==> config.mk <==
export PLATFORM = sky130hd
export DESIGN_NAME = gpi_divider
export DESIGN_NICKNAME = d
export VERILOG_FILES = /design/src/rtl/gpi_pkg.sv /design/src/rtl/gpi_divider.sv
export SDC_FILE = /design/constraint.sdc
export NUM_CORES = 1
export LEC_CHECK = 0
export BUFFER_PORTS_ARGS = -buffer_cell sky130_fd_sc_hd__buf_2
export CORE_MARGIN = 3
export CORE_UTILIZATION = 50
export CTS_CLUSTER_SIZE = 16
export DETAILED_ROUTE_END_ITERATION = 16
export GPL_ROUTABILITY_DRIVEN = 0
export PLACE_DENSITY = 0.71
export SLEW_MARGIN = 15
export SYNTH_ARGS = -nofsm -noshare
export SYNTH_HDL_FRONTEND = slang
export SYNTH_SLANG_ARGS = --single-unit
==> constraint.sdc <==
create_clock -name clk_i -period 9.35 [get_ports clk_i]
set_clock_uncertainty 0.2 [all_clocks]
set_input_delay 1.4025 -clock clk_i [delete_from_list [all_inputs] [get_ports clk_i]]
set_output_delay 1.4025 -clock clk_i [all_outputs]
set_load 0.01 [all_outputs]
==> src/rtl/gpi_pkg.sv <==
`default_nettype none
package gpi_pkg;
  localparam int unsigned MaxRows = 16;
  localparam int unsigned MaxPoints = 64;
  localparam int unsigned RowW = $clog2(MaxRows);
  localparam int unsigned PtW = $clog2(MaxPoints);
  localparam int unsigned CntW = PtW + 1;
  localparam int unsigned AddrW = RowW + PtW;

  localparam logic [2:0] StInterp = 3'd0;
  localparam logic [2:0] StHeld = 3'd1;
  localparam logic [2:0] StEmpty = 3'd2;
  localparam logic [2:0] StEqual = 3'd3;
  localparam logic [2:0] StOverflow = 3'd4;

  localparam logic CfgGamma = 1'b0;
  localparam logic CfgRowCount = 1'b1;

  typedef struct packed {
    logic [31:0] beta;
    logic [RowW-1:0] row;
    logic [2:0] status;
    logic last;
  } result_t;
endpackage
`default_nettype wire

==> src/rtl/gpi_divider.sv <==
`default_nettype none
// Restoring divider: one quotient bit per cycle; 64-bit numerator, 33-bit denominator.
module gpi_divider
  import gpi_pkg::*;
(
  input  wire logic        clk_i,
  input  wire logic        rst_ni,
  input  wire logic        start_i,
  input  wire logic [63:0] num_i,
  input  wire logic [32:0] den_i,
  output logic             done_o,
  output logic [63:0]      quot_o
);
  logic [63:0] quot_q, quot_d;
  logic [33:0] rem_q, rem_d;
  logic [32:0] den_q, den_d;
  logic [6:0] cnt_q, cnt_d;
  logic busy_q, busy_d, done_q, done_d;
  logic [33:0] trial;

  always_comb begin
    quot_d = quot_q;
    rem_d = rem_q;
    den_d = den_q;
    cnt_d = cnt_q;
    busy_d = busy_q;
    done_d = 1'b0;
    trial = '0;
    if (start_i) begin
      quot_d = num_i;
      rem_d = '0;
      den_d = den_i;
      cnt_d = 7'd64;
      busy_d = 1'b1;
    end else if (busy_q) begin
      trial = {rem_q[32:0], quot_q[63]};
      if (trial >= {1'b0, den_q}) begin
        rem_d = trial - {1'b0, den_q};
        quot_d = {quot_q[62:0], 1'b1};
      end else begin
        rem_d = trial;
        quot_d = {quot_q[62:0], 1'b0};
      end
      cnt_d = cnt_q - 7'd1;
      if (cnt_q == 7'd1) begin
        busy_d = 1'b0;
        done_d = 1'b1;
      end
    end
  end

  always_ff @(posedge clk_i or negedge rst_ni) begin
    if (!rst_ni) begin
      busy_q <= 1'b0;
      done_q <= 1'b0;
      cnt_q <= '0;
    end else begin
      busy_q <= busy_d;
      done_q <= done_d;
      cnt_q <= cnt_d;
    end
  end

  always_ff @(posedge clk_i) begin
    quot_q <= quot_d;
    rem_q <= rem_d;
    den_q <= den_d;
  end

  assign done_o = done_q;
  assign quot_o = quot_q;
endmodule
`default_nettype wire

==> results by group, run 1 <==
Outcome
  • Status: finished clean

Hold path
  • HP Class: flop to flop

STA
  • Final Hold Vio Count: 0
  • Setup tns final: 0 ns
  • Final worst-path cycle share: 0.414
  • RSZ-0062 raised after global routing: false
  • Rel. slew slack: 0.209
  • Final min period: 3.87 ns
  • Worst-Margin Slew: between 1 and 1.5 ns
  • Fmax achieved: 258 MHz
  • Final slew viol count: 0
  • WHS: 0.285 ns
  • Setup violators final: 0

CTS
  • CTS Buf Count: 17
  • Hold_buf cts: 0
  • Clk buf depth: 2
  • Sink Count: approximately 140
  • Clock Latency Late Sink: between 0.4 and 0.5 ns
  • Postcts setup bufs: 0
  • PostCTS Resize Cnt: 0
  • Root Driver: clkbuf_16
  • Clock Pin Slew Worst Setup and Hold Paths: 0.06 ns
  • TritonCTS clock tree: built
  • H-tree levels: 4

Layout
  • Syn-to-layout area delta: 20.0%
  • Commonest non-fill, non-tap cell in the layout: buf_2
  • Layout cell share with drive strength beyond 1: 0.328
  • Diodes inserted: 0
  • Layout Nets: between 900 and 1000
  • FILL cells: between 1000 and 1500
  • Most frequent cells in the layout: 163 x buf_2, 97 x edfxtp_1, 64 x mux2_2, 53 x nor2_1, 48 x nand2_1

Route
  • Vias: roughly 5700
  • WL final: 17600 microns
  • Vias per inst: about 5.6
  • 1st-pass router iterations: 7
  • Average routed wire per standard cell: roughly 17 microns
  • Initial DRC Count: around 360
  • DR DRC count: 0
  • Post-DRT Antenna Nets: 0

Floorplan
  • Die width: approximately 130 microns
  • Boundary Pins: roughly 170
  • Site Rows: 44
  • Std-Cell Core Area: between 0.01 and 0.015 sq mm
  • Starting Density: 0.516
  • Die ar.: about 0.017 sq mm
  • Die Height: roughly 130 microns

Synth
  • Synth Register Bits: 139
  • Ys flop type: edfxtp_1
  • Synth Area in Adders: 0.0603
  • Synthesized cell area: between 0.007 and 0.008 sq mm
  • Compound-Gate Fraction of Synth Area: 0.133
  • Post-synthesis xor/xnor area fraction: 0.0369
  • Multiplexer area fraction after synthesis: 0.130
  • Async SR Flop Fraction: 0.0647
  • Register area share after synthesis: 0.501
  • Simple-Gate Fraction of Synth Area: 0.0961
  • Netlist cell types: 66
  • Syn Area/Cell: around 11 sq um
  • Post-Synthesis Cells: roughly 680
  • Syn_nets: between 800 and 900
  • EDFF count, synth: 97
  • Synthesis Warnings: 0
  • Largest family of logic cells by synthesized area: compound AO/OA/AOI/OAI gates

Pwr
  • LEAKAGE: 3.91 nW
  • Peak VDD IR: 0.225 mV
  • PwrDens: 257 mW/mm^2

Job
  • Max-cap check violation count: 0

Worst setup path
  • Critical Path RT: between 9 and 10 ns
  • Crit-path max FO: 20
  • Critical Path Start Type: flop
  • Worst Path Class, Setup: flop to flop
  • Arr. time, crit path: ~4 ns
  • Crit path capture type: flop

Place
  • Port bufs: ~160
  • Dpl hpwl: roughly 13000 microns

Global route
  • First-pass GRT wire length: roughly 29000 microns
  • GRT Residual Overflow: 0
  • Initial antenna violation count: 1
  • Total track usage: 0.217
  • Largest net degree at the start of global routing: 67
  • Vias in the first global route: between 5000 and 6000
==> area by class of cell <==
type | count | area, sq um | share of cell area
flip-flops and latches | 139 | 3800 | 0.417
multi-input cells | 461 | 3470 | 0.381
repair buffers | 169 | 861 | 0.0946
clock buffers | 18 | 429 | 0.0471
well taps | 184 | 230 | 0.0253
inverters | 45 | 169 | 0.0186
clock inverters | 13 | 145 | 0.0159
==> flip-flops by register name, summed over array words and instances, names as in the netlist <==
signal and cells:
busy_q 1, cnt_q 7, den_q 33, done_o 1, quot_o 64, rem_q 33
==> critical path, stage by stage, from the launching register on <==
cell,delay [ns]
edfxtp_1,0.38
inv_1,0.09
ha_1,0.16
inv_1,0.05
fa_1,0.41
a21oi_1,0.28
o221ai_2,0.18
a221oi_2,0.37
and2b_1,0.28
o31ai_4,0.33
o21ai_4,0.25
buf_4,0.32
or3_1,0.37
o211ai_1,0.09
==> per-layer routing <==
layer  vias to the layer above  global-route usage  share of wire
met3                        25              0.0721          0.073
li1                       2819                   -              -
met5                         -                   0        0.00074
met2                       195               0.349           0.47
met4                         2              0.0778          0.020
met1                      2689               0.276           0.44
==> cell families (layout without fill, tap and decap cells) <==
logic type | count (synthesis) | count (layout)
AOI/OAI and AO/OA | 146 | 146
xor gates and xnor gates | 32 | 32
adders and majority gates | 36 | 36
buffers and inverters | 79 | 245
DFF | 139 | 139
muxes | 90 | 90
and+or+nand+nor | 157 | 157
==> synth_stat cells (4+ instances only) <==
master | instances | area [sq um]
a211oi_1 | 20 | 150
a21o_1 | 10 | 75.1
a21oi_1 | 27 | 135
a31oi_1 | 9 | 56.3
clkbuf_1 | 25 | 93.8
dfrtp_1 | 9 | 225
dfxtp_1 | 33 | 661
edfxtp_1 | 97 | 2910
ha_1 | 35 | 438
inv_1 | 45 | 169
mux2_2 | 64 | 721
mux2i_1 | 25 | 250
nand2_1 | 48 | 180
nand2b_1 | 10 | 62.6
nand3_1 | 7 | 35.0
nand4_1 | 7 | 43.8
nor2_1 | 53 | 199
nor3_1 | 8 | 40.0
nor4_1 | 5 | 31.3
o211ai_1 | 6 | 45.0
o21ai_0 | 35 | 175
or3_1 | 4 | 25.0
xnor2_1 | 21 | 184
xor2_1 | 11 | 96.3
==> stage by stage <==
step | cells | total power, mW | cell area [sq um] | utilization | setup WS (ns)
after global placement | 998 | 1.67 | 8530 | 0.580 | 5.62
final | 1029 | 2.34 | 9100 | 0.619 | 5.48
after CTS | 1029 | 2.36 | 9100 | 0.619 | 5.48
after detailed placement | 998 | 1.69 | 8530 | 0.580 | 5.53
after global routing | 1029 | 2.49 | 9100 | 0.619 | 5.25
after floorplan | 679 | 1.49 | 7590 | - | 5.50
==> final timing paths <==
kind	from	to	slack (ns)	cells past startpoint
max in group asynchronous	rst_ni	cnt_q[4]$_DFFE_PN0P_	8.14	1
worst max register to register	quot_o[63]$_DFFE_PP_	rem_q[21]$_SDFFE_PP0P_	5.48	13
worst min register to register	rem_q[2]$_SDFFE_PP0P_	rem_q[2]$_SDFFE_PP0P_	0.29	2
min in group asynchronous	rst_ni	cnt_q[1]$_DFFE_PN0P_	0.63	1
worst max-delay path	quot_o[63]$_DFFE_PP_	rem_q[21]$_SDFFE_PP0P_	5.48	13
worst min-delay path	rem_q[2]$_SDFFE_PP0P_	rem_q[2]$_SDFFE_PP0P_	0.29	2
==> power breakdown <==
part | switching [mW] | internal [mW] | total (mW)
combinational | 0.462 | 0.367 | 0.829
clock | 0.260 | 0.393 | 0.653
sequential | 0.0782 | 0.784 | 0.863
Power figures use the tool's default switching activity.
==> run 2, diff against run 1 <==
--- a/config.mk
+++ b/config.mk
@@ -11,7 +11,7 @@
 export CTS_CLUSTER_SIZE = 16
 export DETAILED_ROUTE_END_ITERATION = 16
 export GPL_ROUTABILITY_DRIVEN = 0
-export PLACE_DENSITY = 0.71
+export PLACE_DENSITY = 0.74
 export SLEW_MARGIN = 15
 export SYNTH_ARGS = -nofsm -noshare
 export SYNTH_HDL_FRONTEND = slang
==> constraint.sdc (replaced) <==
create_clock -name clk_i -period 3.3 [get_ports clk_i]
set_clock_uncertainty 0.2 [all_clocks]
set_input_delay 0.495 -clock clk_i [delete_from_list [all_inputs] [get_ports clk_i]]
set_output_delay 0.495 -clock clk_i [all_outputs]
set_load 0.01 [all_outputs]
==> results by group, run 2 (synthesized netlist as in run 1, its figures left out) <==
Outcome
  • Status: finished clean

Worst setup path
  • Critical-path top delay cell: edfxtp_1
  • Critical Path Most Common Cell: inv_2
  • Arr. time, crit path: 3.42 ns (-0.58 ns)
  • R2r endpoint: rem_q[25]$_SDFFE_PP0P_
  • Critical path depth: 13 (unchanged)
  • CP startpoint: quot_o[63]$_DFFE_PP_
  • Critical path, cell by cell: inv_2, ha_4, inv_2, fa_2, a21oi_4, o221ai_2, a221oi_2, and2b_2, o31ai_4, o21ai_4, buf_12, or3_1, o211ai_1
  • Reg-to-reg slack, setup: 0.02 ns (-5.46 ns)
  • Max stage delay on crit path: 0.39 ns (-0.02 ns)
  • Critical Path RT: 3.44 ns (-6.04 ns)
  • Worst Path Class, Setup: flop to flop
  • Critical Path Start Type: flop
  • CP Capture Point: rem_q[25]$_SDFFE_PP0P_
  • Worst Path Buf+Inv: 3 (unchanged)
  • Crit path max-delay family: compound AO/OA/AOI/OAI gates
  • Crit-path max FO: 8 (-60%)
  • Crit path capture type: flop
  • Reg2reg start: quot_o[63]$_DFFE_PP_
  • Worst reg2reg path depth: 13 (unchanged)

Layout
  • Max FFs per register: 64 (unchanged)
  • Diodes inserted: 0 (unchanged)
  • Final Non-Filler Cells: 1055 (+2.5%)
  • Finished Cell Area: 0.00939 sq mm (+3.1%)
  • Final Core Density: 0.639 (+0.0193)
  • Most frequent cells in the layout: 163 x buf_2, 97 x edfxtp_1, 64 x mux2_2, 53 x nor2_1, 48 x nand2_1
  • Commonest non-fill, non-tap cell in the layout: buf_2
  • Syn-to-layout area delta: 23.7%
  • Layout Nets: 994 (+2.6%)
  • Layout cell share with drive strength beyond 1: 0.357 (+0.0293)

Route
  • 1st-pass router iterations: 5 (-2)
  • Initial DRC Count: 347 (-4.1%)
  • Post-DRT Antenna Nets: 0 (unchanged)
  • Average routed wire per standard cell: 17.2 microns (+0.47%)
  • WL final: 18100 microns (+3.0%)
  • Vias per inst: 5.63 (+1.1%)
  • Vias: 5939 (+3.6%)
  • DR DRC count: 0 (unchanged)

CTS
  • Clk buf depth: 2 (unchanged)
  • Clock Latency Late Sink: 0.42 ns (about the same)
  • TritonCTS clock tree: built
  • Root Driver: clkbuf_16
  • Clock Pin Slew Worst Setup and Hold Paths: 0.06 ns (about the same)
  • H-tree levels: 4 (unchanged)
  • CTS Buf Count: 17 (unchanged)
  • Sink Count: 139 (unchanged)

Global route
  • Initial antenna violation count: 1 (unchanged)
  • Routing usage on met1: 0.269 (-0.00682)
  • GRT Residual Overflow: 0 (unchanged)
  • Total track usage: 0.223 (+0.00606)
  • Largest net degree at the start of global routing: 81 (+21%)
  • Vias in the first global route: 6106 (+5.5%)
  • Met2 Use GR: 0.374 (+0.0250)
  • First-pass GRT wire length: 29700 microns (+3.9%)
  • GR peak layer: met2
  • Met3 Usage GRT: 0.0746 (+0.00247)

Floorplan
  • Die Height: 129 microns (unchanged)
  • Starting Density: 0.516 (unchanged)
  • Site Rows: 44 (unchanged)
  • Std-Cell Core Area: 0.0147 sq mm (unchanged)
  • Boundary Pins: 165 (unchanged)
  • Die ar.: 0.0167 sq mm (unchanged)
  • Die width: 129 microns (unchanged)

Place
  • Pre-CTS setup slack: 0.000834 ns (-5.53 ns)
  • Post-Place Cells: 1016 (+1.8%)
  • Dpl hpwl: 13200 microns (+5.0%)
  • Port bufs: 164 (unchanged)
  • DP Area: 0.00871 sq mm (+2.1%)

STA
  • RSZ-0062 raised after global routing: true
  • Worst-Margin Slew: 0.614 ns (-0.568 ns)
  • Fmax achieved: 305 MHz (+18%)
  • Final WS setup: 0.0241 ns (-5.46 ns)
  • Final min period: 3.28 ns (-0.594 ns)
  • Setup tns final: 0 ns (unchanged)
  • Final slew viol count: 0 (unchanged)
  • Rel. slew slack: 0.591 (+0.382)
  • Setup violators final: 0 (unchanged)
  • Final worst-path cycle share: 0.993 (+0.579)
  • Final Hold Vio Count: 0 (unchanged)
  • WHS: 0.0456 ns (-0.240 ns)

Pwr
  • PwrDens: 728 mW/mm^2 (+180%)
  • Total Power: 6.84 mW (+190%)
  • LEAKAGE: 4.04 nW (+3.5%)
  • Peak VDD IR: 0.513 mV (+130%)

Hold path
  • Hold Crit Depth: 1 (-1)
  • HP Class: input port to flop

Job
  • Max-cap check violation count: 0 (unchanged)
[run 2: changes by cell type in the layout (fill, tap and decap cells not counted), moves of 2 or more]
cell,delta
o21ai_0,-2
a211oi_2,+2
o21ai_1,+2
inv_2,+2
buf_6,+2
a211oi_1,-2
buf_4,+17
inv_1,-2
buf_12,+4
[run 2: timing repair]
item / CTS / global route
endpoints found under the setup margin: 3 / 30
resized for setup: 1 / 16
endpoints found under the hold margin: 9 / 0
gates cloned: 0 / 1
pin swaps: 0 / 20
buffers inserted: 0 / 5
hold buffers: 1 / 0
[run 2: how the worst min path moves through the flow]
stage                                    end  slack (ns)  startpoint
after floorplan             busy_q$_DFF_PN0_     -0.0006      rst_ni
after detailed placement    done_o$_DFF_PN0_        0.16      rst_ni
after CTS                 den_q[5]$_DFFE_PP_        0.03    den_i[5]
after global placement      done_o$_DFF_PN0_        0.15      rst_ni
final                     den_q[5]$_DFFE_PP_        0.05    den_i[5]
after global routing      den_q[1]$_DFFE_PP_        0.03    den_i[1]
[run 2: power breakdown]
| group | internal [mW] | leakage (nW) | switching, mW |
|---|---|---|---|
| logic | 1.19 | 2.39 | 1.38 |
| clock network | 1.06 | 0.269 | 0.755 |
| registers | 2.22 | 1.38 | 0.228 |
| total | 4.48 | 4.04 | 2.36 |
[run 2: per-layer routing]
layer	up-vias	routed length (microns)
met2	226	8860
met5	-	11
met3	33	1450
li1	2862	-
met4	2	410
met1	2816	7360
[run 2: worst reg2reg max path: stages (launching register included)]
cell and delay, ns:
edfxtp_1 0.39, inv_2 0.10, ha_4 0.14, inv_2 0.04, fa_2 0.39, a21oi_4 0.19
o221ai_2 0.13, a221oi_2 0.27, and2b_2 0.28, o31ai_4 0.28, o21ai_4 0.18, buf_12 0.21
or3_1 0.33, o211ai_1 0.09
[run 2: final cells by class]
cell class	instances	area, sq um
Tap cell	184	230
Sequential cell	139	3800
Inverter	45	169
Clock buffer	19	443
Clock inverter	13	119
Timing Repair Buffer	193	1100
Multi-Input combinational cell	462	3530
Fill cell	1155	5310
